<file path="config.mk">
export PLATFORM = sky130hd
export DESIGN_NAME = rtc_pit_timer_peripheral_core
export DESIGN_NICKNAME = d
export VERILOG_FILES = /design/src/rtl/rpt_pkg.sv /design/src/rtl/rpt_in_stage.sv /design/src/rtl/rpt_core.sv /design/src/rtl/rpt_out_stage.sv /design/src/rtl/rtc_pit_timer_peripheral_core.sv
export SDC_FILE = /design/constraint.sdc
export NUM_CORES = 1
export LEC_CHECK = 0
export ABC_AREA = 1
export ABC_CLOCK_PERIOD_IN_PS = 6600
export BUFFER_PORTS_ARGS = -buffer_cell sky130_fd_sc_hd__buf_2
export CORE_MARGIN = 2
export CORE_UTILIZATION = 60
export CTS_CLUSTER_DIAMETER = 100
export DETAILED_ROUTE_END_ITERATION = 8
export GPL_TIMING_DRIVEN = 0
export HOLD_SLACK_MARGIN = 0.15
export PLACE_DENSITY = 0.83
export REMOVE_ABC_BUFFERS = 1
export SETUP_SLACK_MARGIN = 0.4
export SKIP_CTS_REPAIR_TIMING = 1
export SYNTH_ARGS = -nofsm -noshare
export SYNTH_HDL_FRONTEND = slang
export SYNTH_SLANG_ARGS = --single-unit
</file>
<file path="constraint.sdc">
create_clock -name clk -period 6.6 [get_ports clk]
set_input_delay 0.33 -clock clk [delete_from_list [all_inputs] [get_ports clk]]
set_output_delay 0.33 -clock clk [all_outputs]
set_load 0.02 [all_outputs]
</file>
<file path="src/rtl/rpt_pkg.sv">
package rpt_pkg;

  localparam int CNT_W   = 16;
  localparam int PRESC_W = 15;

  typedef enum logic [1:0] {
    OP_READ  = 2'd0,
    OP_WRITE = 2'd1,
    OP_TICK  = 2'd2,
    OP_NOP   = 2'd3
  } opcode_t;

  localparam logic [1:0] SLEEP_STANDBY   = 2'd2;
  localparam logic [1:0] SLEEP_POWERDOWN = 2'd3;

  // Register offsets
  localparam logic [4:0] OFS_CTRLA       = 5'h00;
  localparam logic [4:0] OFS_STATUS      = 5'h01;
  localparam logic [4:0] OFS_INTCTRL     = 5'h02;
  localparam logic [4:0] OFS_INTFLAGS    = 5'h03;
  localparam logic [4:0] OFS_TEMP        = 5'h04;
  localparam logic [4:0] OFS_DBGCTRL     = 5'h05;
  localparam logic [4:0] OFS_CALIB       = 5'h06;
  localparam logic [4:0] OFS_CLKSEL      = 5'h07;
  localparam logic [4:0] OFS_CNTL        = 5'h08;
  localparam logic [4:0] OFS_CNTH        = 5'h09;
  localparam logic [4:0] OFS_PERL        = 5'h0A;
  localparam logic [4:0] OFS_PERH        = 5'h0B;
  localparam logic [4:0] OFS_CMPL        = 5'h0C;
  localparam logic [4:0] OFS_CMPH        = 5'h0D;
  localparam logic [4:0] OFS_PITCTRLA    = 5'h10;
  localparam logic [4:0] OFS_PITSTATUS   = 5'h11;
  localparam logic [4:0] OFS_PITINTCTRL  = 5'h12;
  localparam logic [4:0] OFS_PITINTFLAGS = 5'h13;

  localparam logic [7:0] CTRLA_WMASK    = 8'hFD;
  localparam logic [7:0] PITCTRLA_WMASK = 8'h79;

  typedef struct packed {
    logic [1:0] opcode;
    logic [4:0] reg_offset;
    logic [7:0] write_data;
    logic [1:0] sleep_mode;
  } item_t;

  typedef struct packed {
    logic [7:0] read_data;
    logic       rtc_irq;
    logic       pit_irq;
  } result_t;

endpackage

</file>
<file path="src/rtl/rpt_in_stage.sv">
module rpt_in_stage
  import rpt_pkg::*;
(
  input  logic  clk,
  input  logic  rst,
  input  logic  in_valid,
  output logic  in_ready,
  input  item_t in_item,
  input  logic  take,
  output logic  valid,
  output item_t item
);

  assign in_ready = !valid || take;

  always_ff @(posedge clk) begin
    if (rst) begin
      valid <= 1'b0;
    end else if (in_ready) begin
      valid <= in_valid;
    end
  end

  always_ff @(posedge clk) begin
    if (in_valid && in_ready) begin
      item <= in_item;
    end
  end

endmodule

</file>
<file path="src/rtl/rpt_core.sv">
module rpt_core
  import rpt_pkg::*;
(
  input  logic    clk,
  input  logic    rst,
  input  logic    fire,
  input  item_t   item,
  output result_t res
);

  logic [7:0]         control_a, control_a_next;
  logic [1:0]         int_enables, int_enables_next;
  logic [1:0]         int_flags, int_flags_next;
  logic [7:0]         temp_byte, temp_byte_next;
  logic [7:0]         calib_byte, calib_byte_next;
  logic [1:0]         clock_select, clock_select_next;
  logic [CNT_W-1:0]   rtc_count, rtc_count_next;
  logic [CNT_W-1:0]   period_value, period_value_next;
  logic [CNT_W-1:0]   compare_value, compare_value_next;
  logic [7:0]         pit_control, pit_control_next;
  logic               pit_enable_bit, pit_enable_bit_next;
  logic               pit_flag, pit_flag_next;
  logic [15:0]        pit_count, pit_count_next;
  logic [PRESC_W-1:0] prescale_count, prescale_count_next;

  logic [7:0]         rd;
  logic [CNT_W-1:0]   word;
  logic [3:0]         psel;
  logic [3:0]         period;
  logic               paused;
  logic               rtc_run;
  logic               pit_run;
  logic [PRESC_W-1:0] presc_inc;
  logic [PRESC_W-1:0] presc_mask;
  logic [15:0]        pit_top;

  assign word       = CNT_W'({item.write_data, temp_byte});
  assign psel       = control_a[6:3];
  assign period     = pit_control[6:3];
  assign paused     = (item.sleep_mode == SLEEP_POWERDOWN) ||
                      ((item.sleep_mode == SLEEP_STANDBY) && !control_a[7]);
  assign rtc_run    = control_a[0] && !paused;
  assign pit_run    = pit_control[0] && (period != 4'd0);
  assign presc_inc  = prescale_count + PRESC_W'(1);
  assign presc_mask = PRESC_W'((16'd1 << psel) - 16'd1);
  assign pit_top    = 16'hFFFF >> (4'd15 - period);

  always_comb begin
    control_a_next      = control_a;
    int_enables_next    = int_enables;
    int_flags_next      = int_flags;
    temp_byte_next      = temp_byte;
    calib_byte_next     = calib_byte;
    clock_select_next   = clock_select;
    rtc_count_next      = rtc_count;
    period_value_next   = period_value;
    compare_value_next  = compare_value;
    pit_control_next    = pit_control;
    pit_enable_bit_next = pit_enable_bit;
    pit_flag_next       = pit_flag;
    pit_count_next      = pit_count;
    prescale_count_next = prescale_count;
    rd                  = 8'd0;

    unique case (item.opcode)
      OP_READ: begin
        unique case (item.reg_offset)
          OFS_CTRLA:       rd = control_a;
          OFS_INTCTRL:     rd = {6'd0, int_enables};
          OFS_INTFLAGS:    rd = {6'd0, int_flags};
          OFS_TEMP:        rd = temp_byte;
          OFS_CALIB:       rd = calib_byte;
          OFS_CLKSEL:      rd = {6'd0, clock_select};
          OFS_CNTL: begin
            rd             = rtc_count[7:0];
            temp_byte_next = 8'(rtc_count >> 8);
          end
          OFS_PERL: begin
            rd             = period_value[7:0];
            temp_byte_next = 8'(period_value >> 8);
          end
          OFS_CMPL: begin
            rd             = compare_value[7:0];
            temp_byte_next = 8'(compare_value >> 8);
          end
          OFS_CNTH, OFS_PERH, OFS_CMPH: rd = temp_byte;
          OFS_PITCTRLA:    rd = pit_control;
          OFS_PITINTCTRL:  rd = {7'd0, pit_enable_bit};
          OFS_PITINTFLAGS: rd = {7'd0, pit_flag};
          default:         rd = 8'd0;
        endcase
      end
      OP_WRITE: begin
        unique case (item.reg_offset)
          OFS_CTRLA:    control_a_next = item.write_data & CTRLA_WMASK;
          OFS_INTCTRL:  int_enables_next = item.write_data[1:0];
          OFS_INTFLAGS: int_flags_next = int_flags & ~item.write_data[1:0];
          OFS_TEMP, OFS_CNTL, OFS_PERL, OFS_CMPL: temp_byte_next = item.write_data;
          OFS_CALIB:    calib_byte_next = item.write_data;
          OFS_CLKSEL:   clock_select_next = item.write_data[1:0];
          OFS_CNTH:     rtc_count_next = word;
          OFS_PERH:     period_value_next = word;
          OFS_CMPH:     compare_value_next = word;
          OFS_PITCTRLA: pit_control_next = item.write_data & PITCTRLA_WMASK;
          OFS_PITINTCTRL: pit_enable_bit_next = item.write_data[0];
          OFS_PITINTFLAGS: begin
            if (item.write_data[0]) begin
              pit_flag_next = 1'b0;
            end
          end
          default: ;
        endcase
      end
      OP_TICK: begin
        if (!control_a[0] && !pit_run) begin
          prescale_count_next = '0;
        end else begin
          prescale_count_next = presc_inc;
          if ((presc_inc & presc_mask) == '0) begin
            if (rtc_run) begin
              if (rtc_count >= period_value) begin
                rtc_count_next    = '0;
                int_flags_next[0] = 1'b1;
              end else begin
                rtc_count_next = rtc_count + CNT_W'(1);
              end
              if (rtc_count_next == compare_value) begin
                int_flags_next[1] = 1'b1;
              end
            end
            if (pit_run) begin
              if (pit_count >= pit_top) begin
                pit_count_next = '0;
                pit_flag_next  = 1'b1;
              end else begin
                pit_count_next = pit_count + 16'd1;
              end
            end
          end
        end
      end
      default: ;
    endcase
  end

  assign res.read_data = rd;
  assign res.rtc_irq   = |(int_flags_next & int_enables_next);
  assign res.pit_irq   = pit_flag_next & pit_enable_bit_next;

  always_ff @(posedge clk) begin
    if (rst) begin
      control_a      <= '0;
      int_enables    <= '0;
      int_flags      <= '0;
      temp_byte      <= '0;
      calib_byte     <= '0;
      clock_select   <= '0;
      rtc_count      <= '0;
      period_value   <= '1;
      compare_value  <= '0;
      pit_control    <= '0;
      pit_enable_bit <= 1'b0;
      pit_flag       <= 1'b0;
      pit_count      <= '0;
      prescale_count <= '0;
    end else if (fire) begin
      control_a      <= control_a_next;
      int_enables    <= int_enables_next;
      int_flags      <= int_flags_next;
      temp_byte      <= temp_byte_next;
      calib_byte     <= calib_byte_next;
      clock_select   <= clock_select_next;
      rtc_count      <= rtc_count_next;
      period_value   <= period_value_next;
      compare_value  <= compare_value_next;
      pit_control    <= pit_control_next;
      pit_enable_bit <= pit_enable_bit_next;
      pit_flag       <= pit_flag_next;
      pit_count      <= pit_count_next;
      prescale_count <= prescale_count_next;
    end
  end

endmodule

</file>
<file path="src/rtl/rpt_out_stage.sv">
module rpt_out_stage
  import rpt_pkg::*;
(
  input  logic    clk,
  input  logic    rst,
  input  logic    load,
  input  result_t res_in,
  output logic    free,
  output logic    out_valid,
  input  logic    out_ready,
  output result_t res
);

  assign free = !out_valid || out_ready;

  always_ff @(posedge clk) begin
    if (rst) begin
      out_valid <= 1'b0;
    end else if (free) begin
      out_valid <= load;
    end
  end

  always_ff @(posedge clk) begin
    if (load) begin
      res <= res_in;
    end
  end

endmodule

</file>
<file path="src/rtl/rtc_pit_timer_peripheral_core.sv">
// Channel  | Handshake           | Payload
// ---------+---------------------+------------------------------------------------
// in       | in_valid, in_ready  | opcode, reg_offset, write_data, sleep_mode
// out      | out_valid, out_ready| read_data, rtc_irq, pit_irq
//
// Every request yields one result via the input register and then the result register.
// One request is accepted per cycle while in_ready is high; the register update and the
// result of a request are combinational between the input and the result register.
// rst (synchronous, active high) resets control state and valid flags; PER gets all ones.
// in_ready drops only while a result sits in the output register with out_ready low.
module rtc_pit_timer_peripheral_core
  import rpt_pkg::*;
(
  input  logic       clk,
  input  logic       rst,
  input  logic       in_valid,
  output logic       in_ready,
  input  logic [1:0] opcode,
  input  logic [4:0] reg_offset,
  input  logic [7:0] write_data,
  input  logic [1:0] sleep_mode,
  output logic       out_valid,
  input  logic       out_ready,
  output logic [7:0] read_data,
  output logic       rtc_irq,
  output logic       pit_irq
);

  item_t   in_item;
  item_t   s1_item;
  logic    s1_valid;
  logic    out_free;
  logic    fire;
  result_t core_res;
  result_t out_res;

  // Pack the request fields for the input register.
  assign in_item.opcode     = opcode;
  assign in_item.reg_offset = reg_offset;
  assign in_item.write_data = write_data;
  assign in_item.sleep_mode = sleep_mode;

  // Process the held request whenever the result register can take its result.
  assign fire = s1_valid && out_free;

  rpt_in_stage u_in (
    .clk      (clk),
    .rst      (rst),
    .in_valid (in_valid),
    .in_ready (in_ready),
    .in_item  (in_item),
    .take     (out_free),
    .valid    (s1_valid),
    .item     (s1_item)
  );

  // Register file, prescaler, RTC and PIT counters; updates only on fire or rst.
  rpt_core u_core (
    .clk  (clk),
    .rst  (rst),
    .fire (fire),
    .item (s1_item),
    .res  (core_res)
  );

  rpt_out_stage u_out (
    .clk       (clk),
    .rst       (rst),
    .load      (fire),
    .res_in    (core_res),
    .free      (out_free),
    .out_valid (out_valid),
    .out_ready (out_ready),
    .res       (out_res)
  );

  assign read_data = out_res.read_data;
  assign rtc_irq   = out_res.rtc_irq;
  assign pit_irq   = out_res.pit_irq;

endmodule

</file>
==> impl_metrics.py <==
metrics = {
    "clock_network": {
        "cts.sinks": 144,
        "clock_latency_ns": 0.44,
        "cts_root_buf": "clkbuf_16",
        "cts_tree": "done",
        "path_clk_slew_ns": 0.06,
        "h-tree-depth": 4,
        "numCtsBuffers": 17,
        "cts_buffer_depth": 2,
    },
    "placement": {
        "place_inst": 1385,
        "io_buffers": 32,
        "gp_congestion": 0.944,
        "hpwlAfterDp_um": 16500,
    },
    "critical_path": {
        "slowest_delay_ns": 0.58,
        "arrival_ns": 4.09,
        "worstRegToRegCells": 18,
        "worstReg2RegStart": "u_core.control_a[6]",
        "cp_max_fo": 23,
        "cp-start-kind": "flop",
        "criticalPathCategory": "flop to flop",
        "worstReg2RegEnd": "u_core.rtc_count[13]",
        "endpoint_kind": "flop",
        "path_buf_inv": 4,
        "crit_family": "simple AND/OR/NAND/NOR gates",
        "crit_top_cell": "nand2_1",
        "cp.required_ns": 6.91,
        "reg2reg_setup_slack_ns": 2.83,
        "slowest_stage": "dfxtp_1",
        "crit_chain": "clkinv_4 > nand2_4 > inv_1 > nand2_1 > ha_1 > inv_1 > nor2_1 > nand4_1 > nand2_1 > nand2_1 > nand2_1 > nor2_1 > nand4_1 > nand2_1 > nand2_1 > clkinv_1 > o21ai_0 > a21oi_1",
    },
    "global_route": {
        "grt_pass1_wl_um": 37200,
        "grt_overflow": 0,
        "grt_pass1_vias": 7539,
        "grt_usage_pct": 31.8,
        "grt_max_degree": 74,
        "antenna_found_initial": 0,
    },
    "sta": {
        "slew_viol_final": 0,
        "max_freq_mhz": 265,
        "period_needed_ns": 3.77,
        "setup_viol": 0,
        "finalCritPeriodShare_pct": 57.2,
        "setup-tns-final_ns": 0,
        "hold_viol_final": 0,
        "worst-slew-pin-transition_ns": 1.22,
        "slew_headroom_pct": 18.4,
        "grt_setup_unrepaired": "no",
        "fin_skew_ns": 0.0101,
    },
    "detailed_routing": {
        "ant_nets": 0,
        "wl_met2_um": 11100,
        "routed-via-count": 8505,
        "wl_um": 23500,
        "dr_wl_met3_um": 1890,
        "drt-initial-drc-count": 1012,
        "drt-wirelength-per-cell_um": 16.4,
        "firstDrtPassIters": 6,
        "via_per_inst": 5.93,
        "dr.max_layer_used": "met4",
        "wirelength_met1_um": 9860,
        "route.detailed.drc": 0,
    },
    "finish": {
        "instances_no_fill": 1434,
        "layout-drive-gt1-share_pct": 7.26,
        "insertedDiodeCount": 0,
        "finish.utilization_pct": 68.6,
        "area.growth.synth_to_final_pct": 11.8,
        "nets": 1300,
    },
    "hold_path": {
        "hold_start": "in_valid",
        "holdPathEnd": "u_in.valid",
        "hp-class": "primary input to flop",
        "hold_path_depth": 3,
    },
    "floorplan": {
        "die_w_um": 123,
        "die_height_um": 123,
        "io_pins": 33,
        "start_util_pct": 61.3,
        "die_area_sq_mm": 0.0151,
        "rows": 43,
        "core_sq_mm": 0.0139,
    },
    "logic_synthesis": {
        "ys_ff_latch": 144,
        "synth_ff_type": "dfxtp_1",
        "synthCells": 1215,
        "synth-edff-count": 27,
        "ys_types": 45,
        "synth_warnings": 0,
        "synth-async-reset-ratio_pct": 0,
        "netlist_area_sq_mm": 0.00851,
        "avgSynthCellArea_sq_um": 7.00,
        "yosysSeqAreaShare_pct": 37.1,
    },
    "power_and_ir_drop": {
        "p_per_area_mw_per_mm2": 215,
        "p_total_mw": 2.04,
        "vdd_drop_max_v": 0.000236,
        "power.leakage_nw": 4.13,
    },
    "run_status": {
        "status": "complete, no violations",
    },
    "flow_run": {
        "drv_cap": 0,
    },
}
-- Yosys cell counts, types with 2 or more instances --
| master | count | area (sq um) |
|---|---|---|
| buf_2 | 6 | 30.0 |
| a211oi_1 | 9 | 67.6 |
| a22oi_1 | 4 | 30.0 |
| o211ai_1 | 17 | 128 |
| nor2_2 | 6 | 37.5 |
| nor4_1 | 2 | 12.5 |
| edfxtp_1 | 27 | 811 |
| nand3_2 | 2 | 20.0 |
| nor2_4 | 2 | 22.5 |
| nor3_1 | 10 | 50.1 |
| inv_2 | 3 | 11.3 |
| nand4_1 | 36 | 225 |
| nand3b_1 | 2 | 15.0 |
| nor3_4 | 2 | 32.5 |
| clkbuf_1 | 36 | 135 |
| xor2_1 | 21 | 184 |
| buf_6 | 2 | 22.5 |
| a21oi_1 | 119 | 596 |
| ha_1 | 38 | 475 |
| a221oi_1 | 10 | 87.6 |
| o21ai_0 | 100 | 500 |
| nand2_1 | 276 | 1040 |
| inv_1 | 149 | 559 |
| clkinv_1 | 4 | 15.0 |
| o2111ai_1 | 2 | 17.5 |
| dfxtp_1 | 117 | 2340 |
| a31oi_1 | 6 | 37.5 |
| o22ai_1 | 12 | 75.1 |
| nor2_1 | 105 | 394 |
| xnor2_1 | 5 | 43.8 |
| o21a_1 | 2 | 15.0 |
| a41oi_1 | 2 | 17.5 |
| nand3_1 | 68 | 340 |
| o221ai_1 | 2 | 17.5 |
-- worst register-to-register path, stage by stage (launching register included) --
cell and delay [ns]:
dfxtp_1 0.58, clkinv_4 0.18, nand2_4 0.12, inv_1 0.05
nand2_1 0.08, ha_1 0.23, inv_1 0.09, nor2_1 0.19
nand4_1 0.11, nand2_1 0.08, nand2_1 0.05, nand2_1 0.06
nor2_1 0.05, nand4_1 0.20, nand2_1 0.08, nand2_1 0.57
clkinv_1 0.55, o21ai_0 0.30, a21oi_1 0.06
-- per-stage QoR --
step	hold slack, ns	worst slack, ns	cell area, sq um
6_report	0.167	2.83	9520
4_1_cts	0.0528	2.96	9350
2_1_floorplan	0.399	3.72	8310
5_1_grt	0.209	2.43	9520
3_3_place_gp	0.457	2.84	8700
3_5_place_dp	0.462	2.99	8750
-- worst max-delay path by stage --
stage	from	end	slack [ns]	cells after the start
2_1_floorplan	u_core.period_value[15]	u_out.res[1]	3.72	16
3_3_place_gp	u_in.item[16]	u_core.compare_value[11]	2.84	8
3_5_place_dp	u_core.control_a[6]	u_core.rtc_count[13]	2.99	18
4_1_cts	u_core.control_a[6]	u_core.rtc_count[13]	2.96	18
5_1_grt	u_core.control_a[6]	u_core.rtc_count[15]	2.43	18
6_report	u_core.control_a[6]	u_core.rtc_count[13]	2.83	18
-- layer usage --
metal	GRT usage, %	up-vias
li1	-	4150
met4	13.6	0
met1	39.7	3890
met2	52.9	406
met3	6.92	59
met5	0	-
-- sequential cells by signal (all words and copies together), names as in the netlist, 10 cells and up --
name,flops
u_core.compare_value,16
u_core.period_value,16
u_core.pit_count,16
u_core.prescale_count,15
u_core.rtc_count,16
u_in.item,17
u_out.res,10
-- cells by family (layout without fill, tap and decap cells) --
group                      Yosys count  in the layout  synth area share, %
AOI/OAI and AO/OA                  289            289                 19.2
xor gates and xnor gates            26             26                 2.68
adders and majority gates           38             38                 5.59
buffers and inverters              202            241                 9.28
DFF                                144            144                 37.1
and+or+nand+nor                    516            516                 26.2
-- cell usage in the layout (no fill, tap or decap), types with 9 or more instances in the layout --
cell and count:
nand2_1 276, inv_1 149, a21oi_1 119, dfxtp_1 117, nor2_1 103, o21ai_0 100
nand3_1 68, ha_1 38, nand4_1 36, buf_2 32, edfxtp_1 27, xor2_1 21
o211ai_1 17, clkbuf_16 17, dlygate4sd3_1 17, o22ai_1 12, nor3_1 10, a221oi_1 10
a211oi_1 9
-- report_power, final --
| group | internal, mW | leakage (nW) | switching (mW) |
|---|---|---|---|
| sequential | 0.915 | 1.21 | 0.0180 |
| combinational | 0.0450 | 2.66 | 0.0948 |
| clock | 0.569 | 0.268 | 0.401 |
-- layout make-up --
type                    instances  area [sq um]
multi-input cells             869          4570
clock inverters                14           156
inverters                     157           596
clock buffers                  18           439
well taps                     180           225
fillers                      1182          4370
flip-flops and latches        144          3150
repair buffers                 52           375
No activity file was read; power rests on OpenSTA's default activity.
